$ cat src/hw/rtl/lavm_pkg.sv
`default_nettype none

package lavm_pkg;

    // default coordinate width, signed q16.16
    localparam int COORD_WIDTH_DEF = 32;
    localparam int FRAC_BITS       = 16;
    localparam int FRAC_ONE        = 65536;

    // unit vector components lie in [-1.0, 1.0], i.e. [-65536, 65536]
    localparam int UNIT_W  = 18;
    // exact cross product of two unit vectors
    localparam int CROSS_W = 35;

    // normalize: largest magnitude scaled into [2^29, 2^30)
    localparam int SCL_BITS   = 30;
    localparam int SQ_W       = 62;
    localparam int ROOT_STEPS = 31;
    localparam int Q_W        = 18;
    localparam int REM_W      = 48;

    localparam int QUEUE_DEPTH = 2;

    localparam logic [1:0] LAST_ROW = 2'd3;

    // result handoff from the compute core to the row emitter
    typedef struct packed {
        logic valid;
        logic degen;
    } t_res_ctl;

endpackage

`default_nettype wire

$ cat src/hw/rtl/lavm_emit.sv
`default_nettype none

module lavm_emit import lavm_pkg::*; #(
    parameter int COORD_WIDTH = COORD_WIDTH_DEF
) (
    input  logic                          i_clk,
    input  logic                          i_rst_n,
    input  t_res_ctl                      i_res,
    output logic                          o_res_ready,
    input  logic [2:0][UNIT_W-1:0]        i_ax,
    input  logic [2:0][UNIT_W-1:0]        i_ay,
    input  logic [2:0][UNIT_W-1:0]        i_az,
    input  logic [2:0][COORD_WIDTH+2:0]   i_t,
    output logic                          o_out_valid,
    input  logic                          i_out_ready,
    output logic [1:0]                    o_row_index,
    output logic [COORD_WIDTH-1:0]        o_elem0,
    output logic [COORD_WIDTH-1:0]        o_elem1,
    output logic [COORD_WIDTH-1:0]        o_elem2,
    output logic [COORD_WIDTH-1:0]        o_elem3,
    output logic                          o_degenerate,
    output logic                          o_last_row
);

    localparam int W  = COORD_WIDTH;
    localparam int SW = W + 3;

    logic [W-1:0] r_e [4][4];
    logic [1:0]   r_row;
    logic         r_busy;
    logic         r_degen;
    logic         load;
    logic         last_take;

    // clamp to the signed coordinate range
    function automatic logic [W-1:0] sat(input logic [SW-1:0] v);
        logic fits;
        fits = (v[SW-1:W-1] == '0) || (v[SW-1:W-1] == '1);
        if (fits) begin
            return v[W-1:0];
        end
        return v[SW-1] ? {1'b1, {(W-1){1'b0}}} : {1'b0, {(W-1){1'b1}}};
    endfunction

    assign last_take    = r_busy && i_out_ready && (r_row == LAST_ROW);
    assign o_res_ready  = !r_busy || last_take;
    assign load         = i_res.valid && o_res_ready;

    assign o_out_valid  = r_busy;
    assign o_row_index  = r_row;
    assign o_elem0      = r_e[r_row][0];
    assign o_elem1      = r_e[r_row][1];
    assign o_elem2      = r_e[r_row][2];
    assign o_elem3      = r_e[r_row][3];
    assign o_degenerate = r_degen;
    assign o_last_row   = (r_row == LAST_ROW);

    always_ff @(posedge i_clk) begin
        if (load) begin
            for (int r = 0; r < 3; r++) begin
                r_e[r][0] <= sat(SW'($signed(i_ax[r])));
                r_e[r][1] <= sat(SW'($signed(i_ay[r])));
                r_e[r][2] <= sat(SW'($signed(i_az[r])));
                r_e[r][3] <= '0;
            end
            r_e[3][0] <= sat(i_t[0]);
            r_e[3][1] <= sat(i_t[1]);
            r_e[3][2] <= sat(i_t[2]);
            r_e[3][3] <= sat(SW'(FRAC_ONE));
            r_degen   <= i_res.degen;
        end
    end

    always_ff @(posedge i_clk) begin
        if (!i_rst_n) begin
            r_busy <= 1'b0;
            r_row  <= '0;
        end else begin
            if (load) begin
                r_busy <= 1'b1;
                r_row  <= '0;
            end else if (r_busy && i_out_ready) begin
                if (r_row == LAST_ROW) begin
                    r_busy <= 1'b0;
                    r_row  <= '0;
                end else begin
                    r_row <= r_row + 1'b1;
                end
            end
        end
    end

endmodule

`default_nettype wire

$ cat config.mk
export PLATFORM = sky130hd
export DESIGN_NAME = lavm_emit
export DESIGN_NICKNAME = d
export VERILOG_FILES = /design/src/hw/rtl/lavm_pkg.sv /design/src/hw/rtl/lavm_emit.sv
export SDC_FILE = /design/constraint.sdc
export NUM_CORES = 1
export LEC_CHECK = 0
export ABC_AREA = 1
export BUFFER_PORTS_ARGS = -buffer_cell sky130_fd_sc_hd__buf_2
export CORE_AREA = 2 2 160 162
export CTS_CLUSTER_DIAMETER = 80
export DETAILED_ROUTE_END_ITERATION = 8
export DIE_AREA = 0 0 162 164
export PLACE_DENSITY = 0.71
export REMOVE_ABC_BUFFERS = 1
export SYNTH_ARGS = -nofsm -noshare
export SYNTH_HDL_FRONTEND = slang
export SYNTH_SLANG_ARGS = --single-unit
$ cat constraint.sdc
create_clock -name i_clk -period 19.2 [get_ports i_clk]
set_input_delay 1.92 -clock i_clk [delete_from_list [all_inputs] [get_ports i_clk]]
set_output_delay 1.92 -clock i_clk [all_outputs]
set_load 0.01 [all_outputs]
# Word level (Yosys, flattened, before mapping)
# Memories as Yosys holds them, arrays and structs flattened. A register that Yosys moved wholly into a read port is not among the register bits.
# Index checks and enable logic that the tools add are counted.
# totals
register_bits	4
latch_bits	0
ramBits	388
romBits	0
out_inout_bits	134
word_cells	132
memories	1
# memory_table
name	words	width	rd	rd_clocked_by_memory_dff	write_ports	line	rtl
r_e	4	97	1	1	4	lavm_emit.sv:28	logic [W-1:0] r_e [4][4];
# classes
n_addsub	1
n_mul	0
div_mod_pow	0
order_cmp	0
n_eq_ne	13
shifts	0
muxes	80
bitwise	1
n_reduce_logical	33
# op_table
cell	count
32-bit two-way mux	48
4-bit equality test (second input constant)	12
4-bit zero test	12
1-bit two-way mux	29
1-bit logical OR	13
2-bit two-way mux	3
2-bit nonzero test	2
1-bit logical AND	3
2-bit by 1-bit adder with 2-bit output (second input constant)	1
2-bit equality test (second input constant)	1
2-bit AND reduction	1
2-bit OR reduction	1
1-bit zero test	1
1-bit inverter	1

# Logic depth before layout (Yosys ltp)
# depth
word_depth	7
ltp_mapped	7

# Least setup slack after synthesis
# No wires, ideal clock.
# synth_path
kind	input-to-reg
startpoint	input i_out_ready
endpoint	register r_degen (netlist: o_degenerate), enable pin
arrival_time_ps	7200
required_time_ps	18590
path_slack_ps	11390
path_stages	4
path_buffers	0
cell_sequence	nand2_1 nand2_1 nand2_1 inv_1
# synth_via
elab_chain_len	4
# synth_lines
element	line	rtl
from (decl)	lavm_emit.sv:15	input logic i_out_ready,
1-bit logical AND (2 in series)	lavm_emit.sv:45	assign last_take = r_busy && i_out_ready && (r_row == LAST_ROW);
1-bit logical OR	lavm_emit.sv:46	assign o_res_ready = !r_busy || last_take;
via o_res_ready	lavm_emit.sv:9	output logic o_res_ready,
1-bit logical AND	lavm_emit.sv:47	assign load = i_res.valid && o_res_ready;
via load	lavm_emit.sv:32	logic load;
to (signal assigned)	lavm_emit.sv:70	r_degen <= i_res.degen;
to (decl)	lavm_emit.sv:31	logic r_degen;
# The timed path passes the listed nets, and every way through them passes these cells.
# A chain may end at the register's enable or synchronous reset.

==> impl_metrics.ini <==
[logic_synthesis]
ys_ff_latch = 264
synth_area_leaders = edfxtp_1 (67%), nor2_1 (6.9%), nand2_1 (6.9%)
synth_top_area_cell = edfxtp_1
ys_seq_area_share_pct = 68.08
synth_most_common_cell = edfxtp_1
synth_edf_count = 259
synthArstFlopShare_pct = 0
netlist_area_sq_mm = 0.01157
yosysTopAreaCellShare_pct = 67.21
synthDistinctLibCells = 23
synthCells = 1082
syn_area_per_cell_sq_um = 10.69
yosys_most_used_dff = edfxtp_1
ys_warn_count = 0
synth.top_cells.by_count = edfxtp_1 (259), nor2_1 (214), nand2_1 (213)

[floorplanning]
chipWidth_um = 162
ios = 406
coreArea_sq_mm = 0.02482
initial_core_util_pct = 46.62
die_h_um = 164
die_area_sq_mm = 0.02657
rows = 58

[timing]
rsz0062_at_grt = false
maxSlewViolCount = 0
max-slew-margin-rel_pct = 31.21
post-route-period-util_pct = 26.13
final.min_clock_period_ns = 5.018
fin_setup_tns_ns = 0
setup_violations = 0
hold_violations = 0
clock-skew-final_ns = 0.01211
worstMarginPinSlew_ns = 1.032
max_freq_mhz = 199.3

[global_route]
grt_max_degree = 122
antenna_found_initial = 12
track_usage_pct = 22.02
overflow = 0
grt_pass1_vias = 8539
grt_pass1_wl_mm = 45.41

[detailed_routing]
dr.first_iter.drc_count = 638
drtPass1Iterations = 5
drt_wl_total_mm = 30.53
ant_nets = 0
dr_total_vias = 8964
wl_per_cell_um = 17.07
drc_errors = 0
vias_per_cell = 5.011

[clock_network]
ctsHoldBuffers = 0
cts_buffers = 29
clk_pin_slew_ns = 0.06
cts_setup_buffers = 0
root_buffer = clkbuf_16
insertion_delay_ns = 0.54
htreeDepth = 1
cts_num_sinks = 264
postCtsResizedCells = 0
cts_tree = yes
clk_path_buf_depth = 3

[power_and_ir_drop]
vdd_drop_max_mv = 0.06754
p_leak_nw = 6.213
cellPowerDensity_mw_per_mm2 = 95.16

[outcome]
outcome = finished, final reports clean

[critical_path]
worst_setup_path_end_kind = primary output
start_kind = register
crit_path_max_fanout = 55
cp.required_ns = 17.28
path_class = register to primary output
worstPathArrival_ns = 3.10

[job]
cap_viol_max_count = 0

[placement]
gp_congestion = 0.8227
hpwl_mm = 20.35
port_buffers = 374

[cells_and_area]
final_layout_size_suffix_gt1_share_pct = 30.96
area_delta_synth_final_pct = 24.45
design.final.nets = 1699
fin_util_pct = 58.02

[worst_hold_path]
worstHoldPathType = register to register
## placed cells by master (no fill, tap or decap)
master        n
inv_4         1
a21oi_1       1
dfxtp_2       1
nor2_4        1
buf_4        14
inv_1        18
nand2_2       6
ha_1          1
diode_2      12
nand3_2       3
edfxtp_1    259
clkinv_1      3
clkbuf_1     11
dfxtp_4       1
inv_8         1
conb_1       31
nand2_1     213
o21ai_1      24
dfxtp_1       3
bufinv_16     3
a21boi_0      1
nor2_1      214
clkinvlp_4    2
clkbuf_16    29
inv_6         1
buf_2       374
clkinv_2      4
o21ai_0      78
inv_2         1
o21ai_2       6
nand3_1     142
## kinds of logic after synthesis
family / count (synthesis) / synth area share, %
simple gates: 579 / 20.67
other cells: 1 / 0.03241
flops: 264 / 68.08
buf+inv: 127 / 6.326
compound gates: 110 / 4.779
fa+ha+maj: 1 / 0.1081
## metal layers
layer / share of wire, % / vias to the layer above / GRT usage (%)
met5: 0 / - / 0
met4: 2.7 / 0 / 8.206
met3: 7.7 / 55 / 4.697
met2: 52 / 377 / 39.34
met1: 38 / 4188 / 26.24
li1: - / 4344 / -
## per-stage QoR
stage | cells | total power, mW | instance area (sq um) | setup WS (ns) | hold slack [ns]
2_1_floorplan | 1007 | 0.7798 | 11040 | 11.39 | 0.5639
3_3_place_gp | 1725 | 0.8421 | 13460 | 14.74 | 0.5414
3_5_place_dp | 1725 | 0.8461 | 13460 | 14.66 | 0.5535
4_1_cts | 1777 | 1.382 | 14370 | 14.07 | 0.5627
5_1_grt | 1786 | 1.422 | 14390 | 13.90 | 0.6054
6_report | 1789 | 1.370 | 14400 | 14.18 | 0.5636
## path summary, 6_finish.rpt
path	depth (start not counted)	slack [ns]	startpoint	to
worst min-delay path	4	0.56	o_row_index[1]	register
worst max register to register	6	16.30	o_row_index[0]	r_e[3][7]
worst max-delay path	6	14.18	register	o_elem1[17]
worst min register to register	4	0.56	o_row_index[1]	register
## layout make-up
class	count	area, sq um
diodes	12	30.03
clock buffers	40	767.0
clock inverters	12	140.1
fillers	2175	10420
inverters	22	93.84
multi-input cells	721	3097
flip-flops and latches	264	7883
well taps	330	412.9
repair buffers	388	1977
## sequential cells by signal, indices dropped and copies added (netlist names), named ones only
| register | cells |
|---|---|
| o_degenerate | 1 |
| o_out_valid | 1 |
| o_row_index | 2 |
| r_e | 258 |
## power by group
group | internal [mW] | switching [mW]
registers | 0.682 | 0.0114
clock network | 0.318 | 0.219
logic | 0.0516 | 0.0890
total | 1.05 | 0.319
## worst max-delay path: stages (launching register included)
cell and delay (ns):
dfxtp_4 0.56, clkinv_2 0.63, buf_4 0.55, nand2_2 0.12, nand3_2 0.31, nand3_1 0.20
buf_2 0.16
No activity file was read; power rests on OpenSTA's default activity.
