File: src/hw/rtl/lavm_pkg.sv
`default_nettype none

package lavm_pkg;

    // default coordinate width, signed q16.16
    localparam int COORD_WIDTH_DEF = 32;
    localparam int FRAC_BITS       = 16;
    localparam int FRAC_ONE        = 65536;

    // unit vector components lie in [-1.0, 1.0], i.e. [-65536, 65536]
    localparam int UNIT_W  = 18;
    // exact cross product of two unit vectors
    localparam int CROSS_W = 35;

    // normalize: largest magnitude scaled into [2^29, 2^30)
    localparam int SCL_BITS   = 30;
    localparam int SQ_W       = 62;
    localparam int ROOT_STEPS = 31;
    localparam int Q_W        = 18;
    localparam int REM_W      = 48;

    localparam int QUEUE_DEPTH = 2;

    localparam logic [1:0] LAST_ROW = 2'd3;

    // result handoff from the compute core to the row emitter
    typedef struct packed {
        logic valid;
        logic degen;
    } t_res_ctl;

endpackage

`default_nettype wire

File: src/hw/rtl/lavm_front.sv
`default_nettype none

module lavm_front import lavm_pkg::*; #(
    parameter int COORD_WIDTH = COORD_WIDTH_DEF
) (
    input  logic                         i_clk,
    input  logic                         i_rst_n,
    input  logic                         i_in_valid,
    output logic                         o_in_ready,
    input  logic [COORD_WIDTH-1:0]       i_eye_x,
    input  logic [COORD_WIDTH-1:0]       i_eye_y,
    input  logic [COORD_WIDTH-1:0]       i_eye_z,
    input  logic [COORD_WIDTH-1:0]       i_aim_x,
    input  logic [COORD_WIDTH-1:0]       i_aim_y,
    input  logic [COORD_WIDTH-1:0]       i_aim_z,
    input  logic [COORD_WIDTH-1:0]       i_up_x,
    input  logic [COORD_WIDTH-1:0]       i_up_y,
    input  logic [COORD_WIDTH-1:0]       i_up_z,
    output logic                         o_q_valid,
    input  logic                         i_q_pop,
    output logic [2:0][COORD_WIDTH:0]    o_d,
    output logic [2:0][COORD_WIDTH-1:0]  o_eye,
    output logic [2:0][COORD_WIDTH-1:0]  o_up
);

    localparam int W     = COORD_WIDTH;
    localparam int PTR_W = (QUEUE_DEPTH > 1) ? $clog2(QUEUE_DEPTH) : 1;
    localparam int CNT_W = $clog2(QUEUE_DEPTH + 1);

    logic [2:0][W:0]   r_mem_d   [QUEUE_DEPTH];
    logic [2:0][W-1:0] r_mem_eye [QUEUE_DEPTH];
    logic [2:0][W-1:0] r_mem_up  [QUEUE_DEPTH];
    logic [PTR_W-1:0]  r_wp;
    logic [PTR_W-1:0]  r_rp;
    logic [CNT_W-1:0]  r_cnt;

    logic [2:0][W-1:0] eye_in;
    logic [2:0][W-1:0] aim_in;
    logic [2:0][W-1:0] up_in;
    logic [2:0][W:0]   d_in;
    logic              push;
    logic              pop;

    always_comb begin
        eye_in = {i_eye_z, i_eye_y, i_eye_x};
        aim_in = {i_aim_z, i_aim_y, i_aim_x};
        up_in  = {i_up_z, i_up_y, i_up_x};
        for (int i = 0; i < 3; i++) begin
            // view direction, one bit wider so it never wraps
            d_in[i] = $signed({aim_in[i][W-1], aim_in[i]})
                    - $signed({eye_in[i][W-1], eye_in[i]});
        end
    end

    assign o_in_ready = (r_cnt != CNT_W'(QUEUE_DEPTH));
    assign push       = i_in_valid && o_in_ready;
    assign o_q_valid  = (r_cnt != '0);
    assign pop        = i_q_pop && o_q_valid;

    assign o_d   = r_mem_d[r_rp];
    assign o_eye = r_mem_eye[r_rp];
    assign o_up  = r_mem_up[r_rp];

    always_ff @(posedge i_clk) begin
        if (push) begin
            r_mem_d[r_wp]   <= d_in;
            r_mem_eye[r_wp] <= eye_in;
            r_mem_up[r_wp]  <= up_in;
        end
    end

    always_ff @(posedge i_clk) begin
        if (!i_rst_n) begin
            r_wp  <= '0;
            r_rp  <= '0;
            r_cnt <= '0;
        end else begin
            if (push) begin
                r_wp <= (r_wp == PTR_W'(QUEUE_DEPTH - 1)) ? '0 : r_wp + 1'b1;
            end
            if (pop) begin
                r_rp <= (r_rp == PTR_W'(QUEUE_DEPTH - 1)) ? '0 : r_rp + 1'b1;
            end
            if (push && !pop) begin
                r_cnt <= r_cnt + 1'b1;
            end else if (pop && !push) begin
                r_cnt <= r_cnt - 1'b1;
            end
        end
    end

endmodule

`default_nettype wire

File: config.mk
export PLATFORM = sky130hd
export DESIGN_NAME = lavm_front
export DESIGN_NICKNAME = d
export VERILOG_FILES = /design/src/hw/rtl/lavm_pkg.sv /design/src/hw/rtl/lavm_front.sv
export SDC_FILE = /design/constraint.sdc
export NUM_CORES = 1
export LEC_CHECK = 0
export BUFFER_PORTS_ARGS = -buffer_cell sky130_fd_sc_hd__buf_2
export CAP_MARGIN = 20
export CORE_AREA = 2 2 229 231
export CTS_BUF_LIST = sky130_fd_sc_hd__clkbuf_8 sky130_fd_sc_hd__clkbuf_16
export DETAILED_ROUTE_END_ITERATION = 8
export DIE_AREA = 0 0 231 233
export PLACE_DENSITY = 0.86
export REMOVE_ABC_BUFFERS = 1
export SLEW_MARGIN = 5
export SYNTH_ARGS = -nofsm -noshare
export SYNTH_HDL_FRONTEND = slang
export SYNTH_SLANG_ARGS = --single-unit
File: constraint.sdc
create_clock -name i_clk -period 51.2 [get_ports i_clk]
set_clock_uncertainty 0.1 [all_clocks]
set_input_delay 10.24 -clock i_clk [delete_from_list [all_inputs] [get_ports i_clk]]
set_output_delay 10.24 -clock i_clk [all_outputs]
set_load 0.05 [all_outputs]
* Word level (Yosys, flattened, before mapping)
Memories as Yosys holds them, arrays and structs flattened. A register that Yosys moved wholly into a read port is not among the register bits.
Cells that the tools add are included.
W data, S select, Z words.
** Storage, ports and cells
- Bits in registers :: 4
- RAM bits :: 582
- Bits of input ports :: 292
- Output and inout port bits :: 293
- Word-level logic and storage cells :: 34
- Memories kept :: 3
** Memory list
- r_mem_d :: words 2, bits a word 99, read ports 1, clocked after Yosys merged registers in 1, wr ports 1, RTL line lavm_front.sv:30 : logic [2:0][W:0] r_mem_d [QUEUE_DEPTH];
- r_mem_eye :: words 2, bits a word 96, read ports 1, clocked after Yosys merged registers in 1, wr ports 1, RTL line lavm_front.sv:31 : logic [2:0][W-1:0] r_mem_eye [QUEUE_DEPTH];
- r_mem_up :: words 2, bits a word 96, read ports 1, clocked after Yosys merged registers in 1, wr ports 1, RTL line lavm_front.sv:32 : logic [2:0][W-1:0] r_mem_up [QUEUE_DEPTH];
** Cells by class
- $add $sub $neg :: 7
- Equal/unequal tests :: 1
- Mux-type cells :: 12
- Reduce and logical (&&, ||, !) cells :: 8
** Operators by type and width (number)
- $sub A32 B32 Y33 :: 3
- $mux W1 :: 10
- $logic_and A1 B1 Y1 :: 4
- $mux W2 :: 2
- $reduce_bool A2 Y1 :: 2
- $add A1 B1 Y1 const B :: 2
- $add A2 B1 Y2 const B :: 1
- $logic_not A1 Y1 :: 2
- $ne A2 B2 Y1 const B :: 1
- $sub A2 B1 Y2 const B :: 1

* Longest topological paths before layout
Gate-level depths: netlist of the first run.
- Depth after elaboration :: 6
- Mapped depth :: 11
- Gate-level depth less buffers :: 11

* Worst setup path after synthesis of the first run
No wires, ideal clock.
- Kind :: input port to flip-flop
- Start point :: in i_in_valid
- End point :: reg r_wp
- Library setup time :: 0.115 ns
- Data arrival time :: 23.305 ns
- Data required time :: 50.985 ns
- Setup slack :: 27.680 ns
- Stages :: 3
- Buffers on the path :: 0
- Path through :: nand2_1 -> nor2_1 -> o21a_1
** On the way
- Word-level cells in the longest chain between the ends :: 1
** Ends and longest elaborated chain
- from (decl) :: RTL line lavm_front.sv:8 : input logic i_in_valid,
- $logic_and A1 B1 Y1 :: RTL line lavm_front.sv:56 : assign push = i_in_valid && o_in_ready;
- to (signal assigned) :: RTL line lavm_front.sv:79 : r_wp <= (r_wp == PTR_W'(QUEUE_DEPTH - 1)) ? '0 : r_wp + 1'b1;
- to (decl) :: RTL line lavm_front.sv:33 : logic [PTR_W-1:0] r_wp;
No other way between the ends.
A chain may end at the register's enable or synchronous reset.

==> results.md, run 1 <==
* Outcome: complete, no violations
* Power Dens Cells at 53.12 nW/um^2
* Vias in the first global route at 17530
* Root buffer cell: clkbuf_16
* Post-Syn Area at 26560 um^2
* Register bit total from synthesis at 587
* NumNets Final at 2737
* DRT iter0 DRCs at roughly 1300
* Number of flops mapped to enable cells by yosys at 582
* Io pins at slightly below 600
* Setup WS pre-CTS at 37.23 ns
* Total GRT Usage at 23.55%
* XOR/XNOR Fraction of Synth Area at 2.869%
* Compound-Gate Fraction of Synth Area at 7.199%
* Vias/cell at 5.541
* Share of cells above drive strength 1 at 42.34%
* WL/cell at 21.40 um
* IO Port Bufs at 584
* Number of hold violations in the final report at 0
* Crit-path cells: buf_4, buf_4, mux2_2, buf_2
* Leak Pwr at 12.80 nW
* Crit-path max cell delay at 1.02 ns
* Fin Hold WS at between 0.4 and 0.5 ns
* Area after DPL at 30230 um^2
* # rows at between 80 and 90
* Synth warnings at 0
* Critical Path Start Type: register
* Clock-pin slew on the worst setup and hold paths at 0.06 ns
* # Post-CTS Setup Buffers at 0
* Clock Latency Late Sink at 0.62 ns
* Layout area overhead at 21.84%
* Number of distinct library cells after synthesis at 80
* DIE AREA at 53820 um^2
* Period Utilization, post-route at 28.40%
* Initial antenna violation count at 16
* CP required at around 40 ns
* Global-route wire length before repair at approximately 98000 um
* Post-synth ARST share at 0%
* Crit-path slowest cell: dfxtp_4
* RSZ-0062 raised after global routing: no
* Design Area, Final at 32360 um^2
* GRT overflow at 0
* H-tree depth at 2
* Clk sinks at 587
* Post-DP HPWL at roughly 47000 um
* Final Util at 63.33%
* Register area share after synthesis at 66.19%
* Min cycle time layout at 14.54 ns
* Worst Setup Slack, final at between 30 and 40 ns
* Max Clk Rate at 68.77 MHz
* Dominant synthesized flop cell: edfxtp_1
* Critical path class: register to output port
* Die Span X at 231 um
* Mux cell area share after synthesis at 12.38%
* Syn Area/Cell at ~15 um^2
* Resized cells post-CTS at 0
* CP max FO at 79
* Most frequent CP cell: buf_4
* Residual DRC count at 0
* CTS Buf Count at slightly above 60
* Main combinational cell family by area after synthesis: multiplexers
* Final ANT Viol Nets at 0
* Hold_buf cts at 0
* Final Max Slew Viols at 0
* Post-Synth Adder-Cell Area at 4.796%
* CTS tree: yes
* Chip height at approximately 230 um
* Endpoints failing setup at 0
* Footprint of the multi-input gates at around 8300 um^2
* Fillers at 3553
* Initial Util at 51.98%
* Rel. slew slack at 27.22%
* MaxCap Viol Count at 0
* Routability cong. at 0.9229
* Vias at 17110
* Sum Neg Setup Slack at 0 ns
* Core Box Area at 51090 um^2
* Final WL at between 60000 and 70000 um
* CTS Buffer Depth at 3
* Peak supply drop at between 0.04 and 0.05 mV
* Largest net degree at the start of global routing at 160
* DR pass1 iterations at 5
* Synth Area in Simple Gates at 4.090%
* CP endpoint kind: output port
* FF/Latch Area at 17580 um^2
* Mapped Cells at 1738
* Worst hold path class: register to register
* Worst-Margin Slew at 1.092 ns
* Worst EP arrival at 4.20 ns
==> worst max-delay path, delay by kind of cell, from the launching register on <==
kind / cells / cell delay [ns]
multiplexers: 1 / 0.44
flip-flops: 1 / 1.02
buffers and inverters: 3 / 1.96
==> metrics by stage <==
stage	total power, mW	cells
5_1_grt	1.778	3088
2_1_floorplan	1.169	1688
6_report	1.719	3088
4_1_cts	1.727	3076
3_5_place_dp	1.275	2961
3_3_place_gp	1.262	2961
==> logic make-up after synthesis <==
kind of cell               Yosys count
AOI/OAI and AO/OA                  286
and+or+nand+nor                    212
buffers and inverters              174
muxes                              292
DFF                                587
xor gates and xnor gates            87
adders and majority gates          100
==> cells in the mapped netlist, types with 6 or more instances <==
cell type    n  area share [%]
nand3_1     13            0.24
xnor2_1     51             1.7
and2_1       7            0.16
o21ai_0     47            0.89
clkbuf_1    47            0.66
ha_1        97             4.6
a31oi_1      8            0.19
o21a_1      12            0.34
xor2_1      36             1.2
a41oi_1      6            0.20
o21bai_1    14            0.40
inv_1      124             1.8
mux2_2     291              12
nor2_1      41            0.58
nor2b_1     15            0.35
nand2_1     68            0.96
a21o_1      34            0.96
edfxtp_1   582              66
a211oi_1     7            0.20
nor3_1       8            0.15
nand4_1     16            0.38
and3_1      10            0.24
a21oi_1     94             1.8
==> registers in the layout (all words and copies together) (netlist names), named ones only <==
signal	count
r_cnt	2
r_mem_d	198
r_mem_eye	192
r_mem_up	192
r_rp	1
r_wp	1
==> path summary, 6_finish.rpt <==
kind                                       startpoint                  endpoint  slack [ns]  cells past startpoint
worst max-delay path                         register                   o_up[5]       36.66                      4
worst max register to register  r_cnt[0]$_SDFFE_PN0P_  r_mem_d[0][45]$_DFFE_PP_       47.39                      5
worst min register to register  r_cnt[1]$_SDFFE_PN0P_     r_cnt[1]$_SDFFE_PN0P_        0.47                      2
worst min-delay path            r_cnt[1]$_SDFFE_PN0P_     r_cnt[1]$_SDFFE_PN0P_        0.47                      2
==> where the power goes <==
part	internal (mW)	switching, mW	leakage [nW]
registers	0.616	0.0266	5.48
logic	0.174	0.452	6.29
clock network	0.266	0.185	1.03
total	1.06	0.664	12.8
==> layer usage <==
layer  up-vias  GRT usage (%)  wire (um)
met3       145          6.311       5325
met2       787          41.76      34170
met1      8367          27.01      24250
met5         -              0         65
met4        10          9.496       2279
li1       7802              -          -
==> placed cells by master, fill, tap and decap left out, types with 15 or more instances in the layout <==
cell and n:
nand2_1 68, a21o_1 34, xnor2_1 51, nor2b_1 15
clkinv_1 15, clkbuf_16 61, ha_1 97, edfxtp_1 582
inv_1 132, nor2_1 40, nand4_1 16, o21ai_0 47
mux2_2 291, buf_2 584, xor2_1 36, a21oi_1 94
==> final cells by class <==
type / count / area share, %
inverter: 124 / 1.439
sequential: 587 / 54.33
timing repair buffer: 594 / 9.366
tap: 680 / 2.630
clock inverter: 52 / 1.589
multi-input combinational: 977 / 25.75
clock buffer: 63 / 4.803
antenna: 11 / 0.08507
(Power assumes the default switching activity.)
==> inputs of run 2 (changes only) <==
CORE_AREA = unset   (was 2 2 229 231)
CORE_MARGIN = 2   (was unset)
CORE_UTILIZATION = 49   (was unset)
DIE_AREA = unset   (was 0 0 231 233)
PLACE_DENSITY = 0.85   (was 0.86)
clock period = 12.9 ns   (was 51.2 ns; I/O delays follow)
==> results.md, run 2 (synthesized netlist as in run 1, its figures left out) <==
* Die Span X at 236.8 um
* DRT iter0 DRCs at 1470
* WL/cell at 21.09 um
* Leak Pwr at around 13 nW
* NumNets Final at 2736
* Hold_buf cts at 0
* Total GRT Usage at roughly 23%
* Worst EP arrival at 3.40 ns
* RSZ-0062 raised after global routing: no
* Outcome: complete, no violations
* Worst-Margin Slew at about 1.1 ns
* Share of cells above drive strength 1 at 42.22%
* Max FFs per register at 198
* Period Utilization, post-route at 47.12%
* Root buffer cell: clkbuf_16
* Fin Hold WS at 0.4448 ns
* Crit-path cells: buf_4, buf_12, mux2_2, buf_2
* Largest net degree at the start of global routing at 151
* FF/Latch Area at 17580 um^2
* Crit-path slowest cell: buf_4
* Crit-path max cell delay at about 0.66 ns
* Clk sinks at between 500 and 600
* Initial antenna violation count at 9
* MaxCap Viol Count at 0
* Max Clk Rate at 164.5 MHz
* CP required at ~10 ns
* Commonest cells after routing, fill and taps aside: buf_2 (584), edfxtp_1 (582), mux2_2 (291)
* Vias in the first global route at 17610
* Clock-pin slew on the worst setup and hold paths at 0.06 ns
* Resized cells post-CTS at 0
* GRT overflow at 0
* CTS Buf Count at 61
* Rel. slew slack at 27.34%
* DR pass1 iterations at 6
* Global-route wire length before repair at 98630 um
* Pwr Total at roughly 7 mW
* Initial Util at between 40 and 50%
* H-tree depth at 2
* Largest registers: r_mem_d x198, r_mem_eye x192, r_mem_up x192
* # Post-CTS Setup Buffers at 0
* Number of hold violations in the final report at 0
* Vias/cell at 5.524
* Finished Layout Cells at 3098
* Endpoints failing setup at 0
* Worst hold path class: register to register
* Peak supply drop at 0.2382 mV
* Critical Path Start Type: register
* DIE AREA at 56080 um^2
* Power Dens Cells at 210.5 nW/um^2
* Fillers at 3926
* CP endpoint kind: output port
* Routability cong. at just under 0.9
* Vias at 17110
* Final ANT Viol Nets at 0
* CTS Buffer Depth at 3
* CP max FO at 145
* Layout area overhead at 21.73%
* Core Box Area at 53710 um^2
* Most common cell after layout, fill and taps aside: buf_2
* CTS tree: yes
* Largest reg by FF count: r_mem_d
* Io pins at 585
* Post-DP HPWL at 46050 um
* Final WL at approximately 65000 um
* Residual DRC count at 0
* Footprint of the multi-input gates at 8333 um^2
* # rows at 85
* Critical path class: register to output port
* Clock Latency Late Sink at 0.62 ns
* IO Port Bufs at 584
* Final Max Slew Viols at 0
* Cell Count Post-Placement at between 2000 and 3000
* Chip height at 236.8 um
* Min cycle time layout at 6.079 ns
==> run 2: changes by cell type in the layout (fill, tap and decap cells not counted), sizes merged <==
cell      before  now
inv          136  145
diode         11    5
clkinv        26   21
clkinvlp       5    2
bufinv         9    7
clkbuf        63   65
buf          594  593
==> run 2: layout make-up <==
cell class	instances	area share [%]
diodes	5	0.03870
inverters	124	1.440
clock inverters	51	1.409
clock buffers	65	4.892
multi-input cells	977	25.78
repair buffers	593	9.366
well taps	696	2.694
flip-flops and latches	587	54.38
==> run 2: power breakdown <==
part	total, mW	internal, mW	switching (mW)
clock network	1.76	1.03	0.737
logic	2.53	0.690	1.84
registers	2.51	2.44	0.0716
total	6.80	4.16	2.65
==> run 2: path summary, 6_finish.rpt <==
check                                      startpoint                  endpoint  slack (ns)  cells after the start
worst max-delay path                         register                  o_up[69]        6.82                      4
worst min register to register  r_cnt[1]$_SDFFE_PN0P_     r_cnt[1]$_SDFFE_PN0P_        0.44                      2
worst min-delay path            r_cnt[1]$_SDFFE_PN0P_     r_cnt[1]$_SDFFE_PN0P_        0.44                      2
worst max register to register  r_cnt[0]$_SDFFE_PN0P_  r_mem_d[0][46]$_DFFE_PP_        9.92                      4
==> run 2: metal layers <==
layer / up-vias / GRT usage (%) / part of all wire (%)
li1: 7842 / - / -
met1: 8360 / 26.91 / 38
met2: 733 / 39.47 / 50
met3: 170 / 4.966 / 7.3
met4: 8 / 9.244 / 3.8
met5: - / 0 / 0.078
==> run 2: stage by stage <==
stage	instance area [um^2]	TNS [ns]	utilization [%]	setup WS (ns)
after floorplan	26360	-845.74	-	-2.960
after global placement	30280	0	56.38	7.464
after detailed placement	30280	0	56.38	7.457
after CTS	32310	0	60.17	6.815
after global routing	32320	0	60.19	6.686
final	32330	0	60.19	6.821
==> run 2: worst max-delay path, delay by kind of cell, from the launching register on <==
kind | cells | cell delay, ns
buf+inv | 3 | 1.48
flops | 1 | 0.58
mux | 1 | 0.43
==> inputs of run 3 (changes only) <==
clock period = 5.3 ns   (was 12.9 ns; I/O delays follow)
==> results.md, run 3 (synthesized netlist as in run 1, its figures left out) <==
* Most common cell after layout, fill and taps aside: buf_2
* Met2 Usage GRT at 39.71%
* Hold_buf cts at 0
* Max Clk Rate at approximately 270 MHz
* Vias in the first global route at 17800
* Residual DRC count at 0
* CP endpoint kind: output port
* DRT iter0 DRCs at ~1300
* CP required at 4.14 ns
* GR Layer Usage met1 at 27.37%
* IO Port Bufs at 584
* Clk sinks at 587
* CTS Buffer Depth at 3
* R2r worst-path depth at 3
* Final Util at 60.38%
* Worst hold path stage count at 2
* Initial antenna violation count at 8
* Clock Latency Late Sink at 0.61 ns
* Pwr Total at 16.48 mW
* Worst EP arrival at 2.58 ns
* Global-route wire length before repair at 98810 um
* RSZ-0062 raised after global routing: no
* Critical Path Start Type: register
* Footprint of the multi-input gates at about 8300 um^2
* Worst-Margin Slew at 0.8548 ns
* Reg2reg start: r_cnt[0]$_SDFFE_PN0P_
* Leak Pwr at 12.84 nW
* Io pins at 585
* Chip height at about 240 um
* Worst Setup Slack, final at roughly 1.6 ns
* Max FFs per register at 198
* Critical R2R Capture: r_mem_d[1][42]$_DFFE_PP_
* Endpoints failing setup at 0
* Number of hold violations in the final report at 0
* CP max FO at 48
* H-tree depth at 2
* Critical path class: register to output port
* Largest reg by FF count: r_mem_d
* Sum Neg Setup Slack at 0 ns
* Root buffer cell: clkbuf_16
* CTS Buf Count at 61
* MaxCap Viol Count at 0
* Met3 Use GR at 4.523%
* Share of cells above drive strength 1 at a little over two fifths
* Worst min-delay path endpoint: r_cnt[1]$_SDFFE_PN0P_
* Vias at 17220
* Worst hold path class: register to register
* # rows at 85
* DR pass1 iterations at 6
* Final WL at 64920 um
* Min cycle time layout at 3.740 ns
* Most Used Layer, Global Route: met2
* Outcome: complete, no violations
* Post-DP HPWL at roughly 47000 um
* DIE AREA at 56080 um^2
* WL/cell at 20.90 um
* Largest net degree at the start of global routing at 116
* Setup WS pre-CTS at between 1 and 1.5 ns
* Fillers at 3900
* Commonest cells after routing, fill and taps aside: buf_2 (584), edfxtp_1 (582), mux2_2 (291)
* Core Box Area at 53710 um^2
* Period Utilization, post-route at 70.56%
* Largest registers: r_mem_d x198, r_mem_eye x192, r_mem_up x192
* Power Dens Cells at 508.2 nW/um^2
* Design Area, Final at 32430 um^2
* Final Max Slew Viols at 0
* Final ANT Viol Nets at 0
* CTS tree: yes
* FF/Latch Area at 17580 um^2
* Resized cells post-CTS at 0
* R2r setup slk at 2.98 ns
* Routability cong. at between 0.9 and 1
* Vias/cell at roughly 5.5
* HP Start: r_cnt[1]$_SDFFE_PN0P_
* Peak supply drop at 0.3937 mV
* Initial Util at between 40 and 50%
* Area after DPL at 30430 um^2
* Die Span X at 236.8 um
* Rel. slew slack at between 40% and 50%
* # Post-CTS Setup Buffers at 0
* GRT overflow at 0
* NumNets Final at between 2000 and 3000
* Layout area overhead at 22.11%
* Clock-pin slew on the worst setup and hold paths at around 0.070 ns
* Total GRT Usage at 22.44%
-- run 3: final cells by class --
type	count	share of cell area [%]
sequential	587	54.21
multi-input combinational	977	25.70
timing repair buffer	602	9.816
clock buffer	61	4.707
tap	696	2.685
inverter	124	1.435
clock inverter	54	1.408
antenna	5	0.03858
-- run 3: worst max-delay path by stage --
| stage | endpoint | startpoint |
|---|---|---|
| floorplan | r_wp$_SDFFE_PN0P_ | i_in_valid |
| global placement | r_mem_d[0][65]$_DFFE_PP_ | i_eye_y[0] |
| detailed placement | r_mem_d[1][65]$_DFFE_PP_ | i_eye_y[0] |
| CTS | o_up[16] | register |
| global route | o_up[16] | register |
| finish | o_up[16] | register |
-- run 3: power breakdown --
part	total, mW	switching, mW	leakage (nW)	internal [mW]
combinational	6.21	4.47	6.36	1.74
clock	4.13	1.81	1.01	2.32
sequential	6.14	0.207	5.48	5.94
total	16.5	6.49	12.8	9.99
-- run 3: layer usage --
metal,up-vias,part of all wire (%),wire length (um)
li1,7840,-,-
met1,8565,39,25100
met2,682,51,33380
met3,125,7.1,4639
met4,6,2.7,1775
met5,-,0.052,34
-- run 3: critical path, stage by stage (launching register included) --
cell     delay (ns)
dfxtp_4        0.88
buf_4          0.44
mux2_2         0.39
buf_2          0.22
-- run 3: metrics by stage --
step | hold WS (ns) | instances
after floorplan | 0.3728 | 1688
after global routing | 0.4395 | 3106
after global placement | 0.3835 | 2986
final | 0.4269 | 3106
after detailed placement | 0.4159 | 2986
after CTS | 0.4228 | 3101
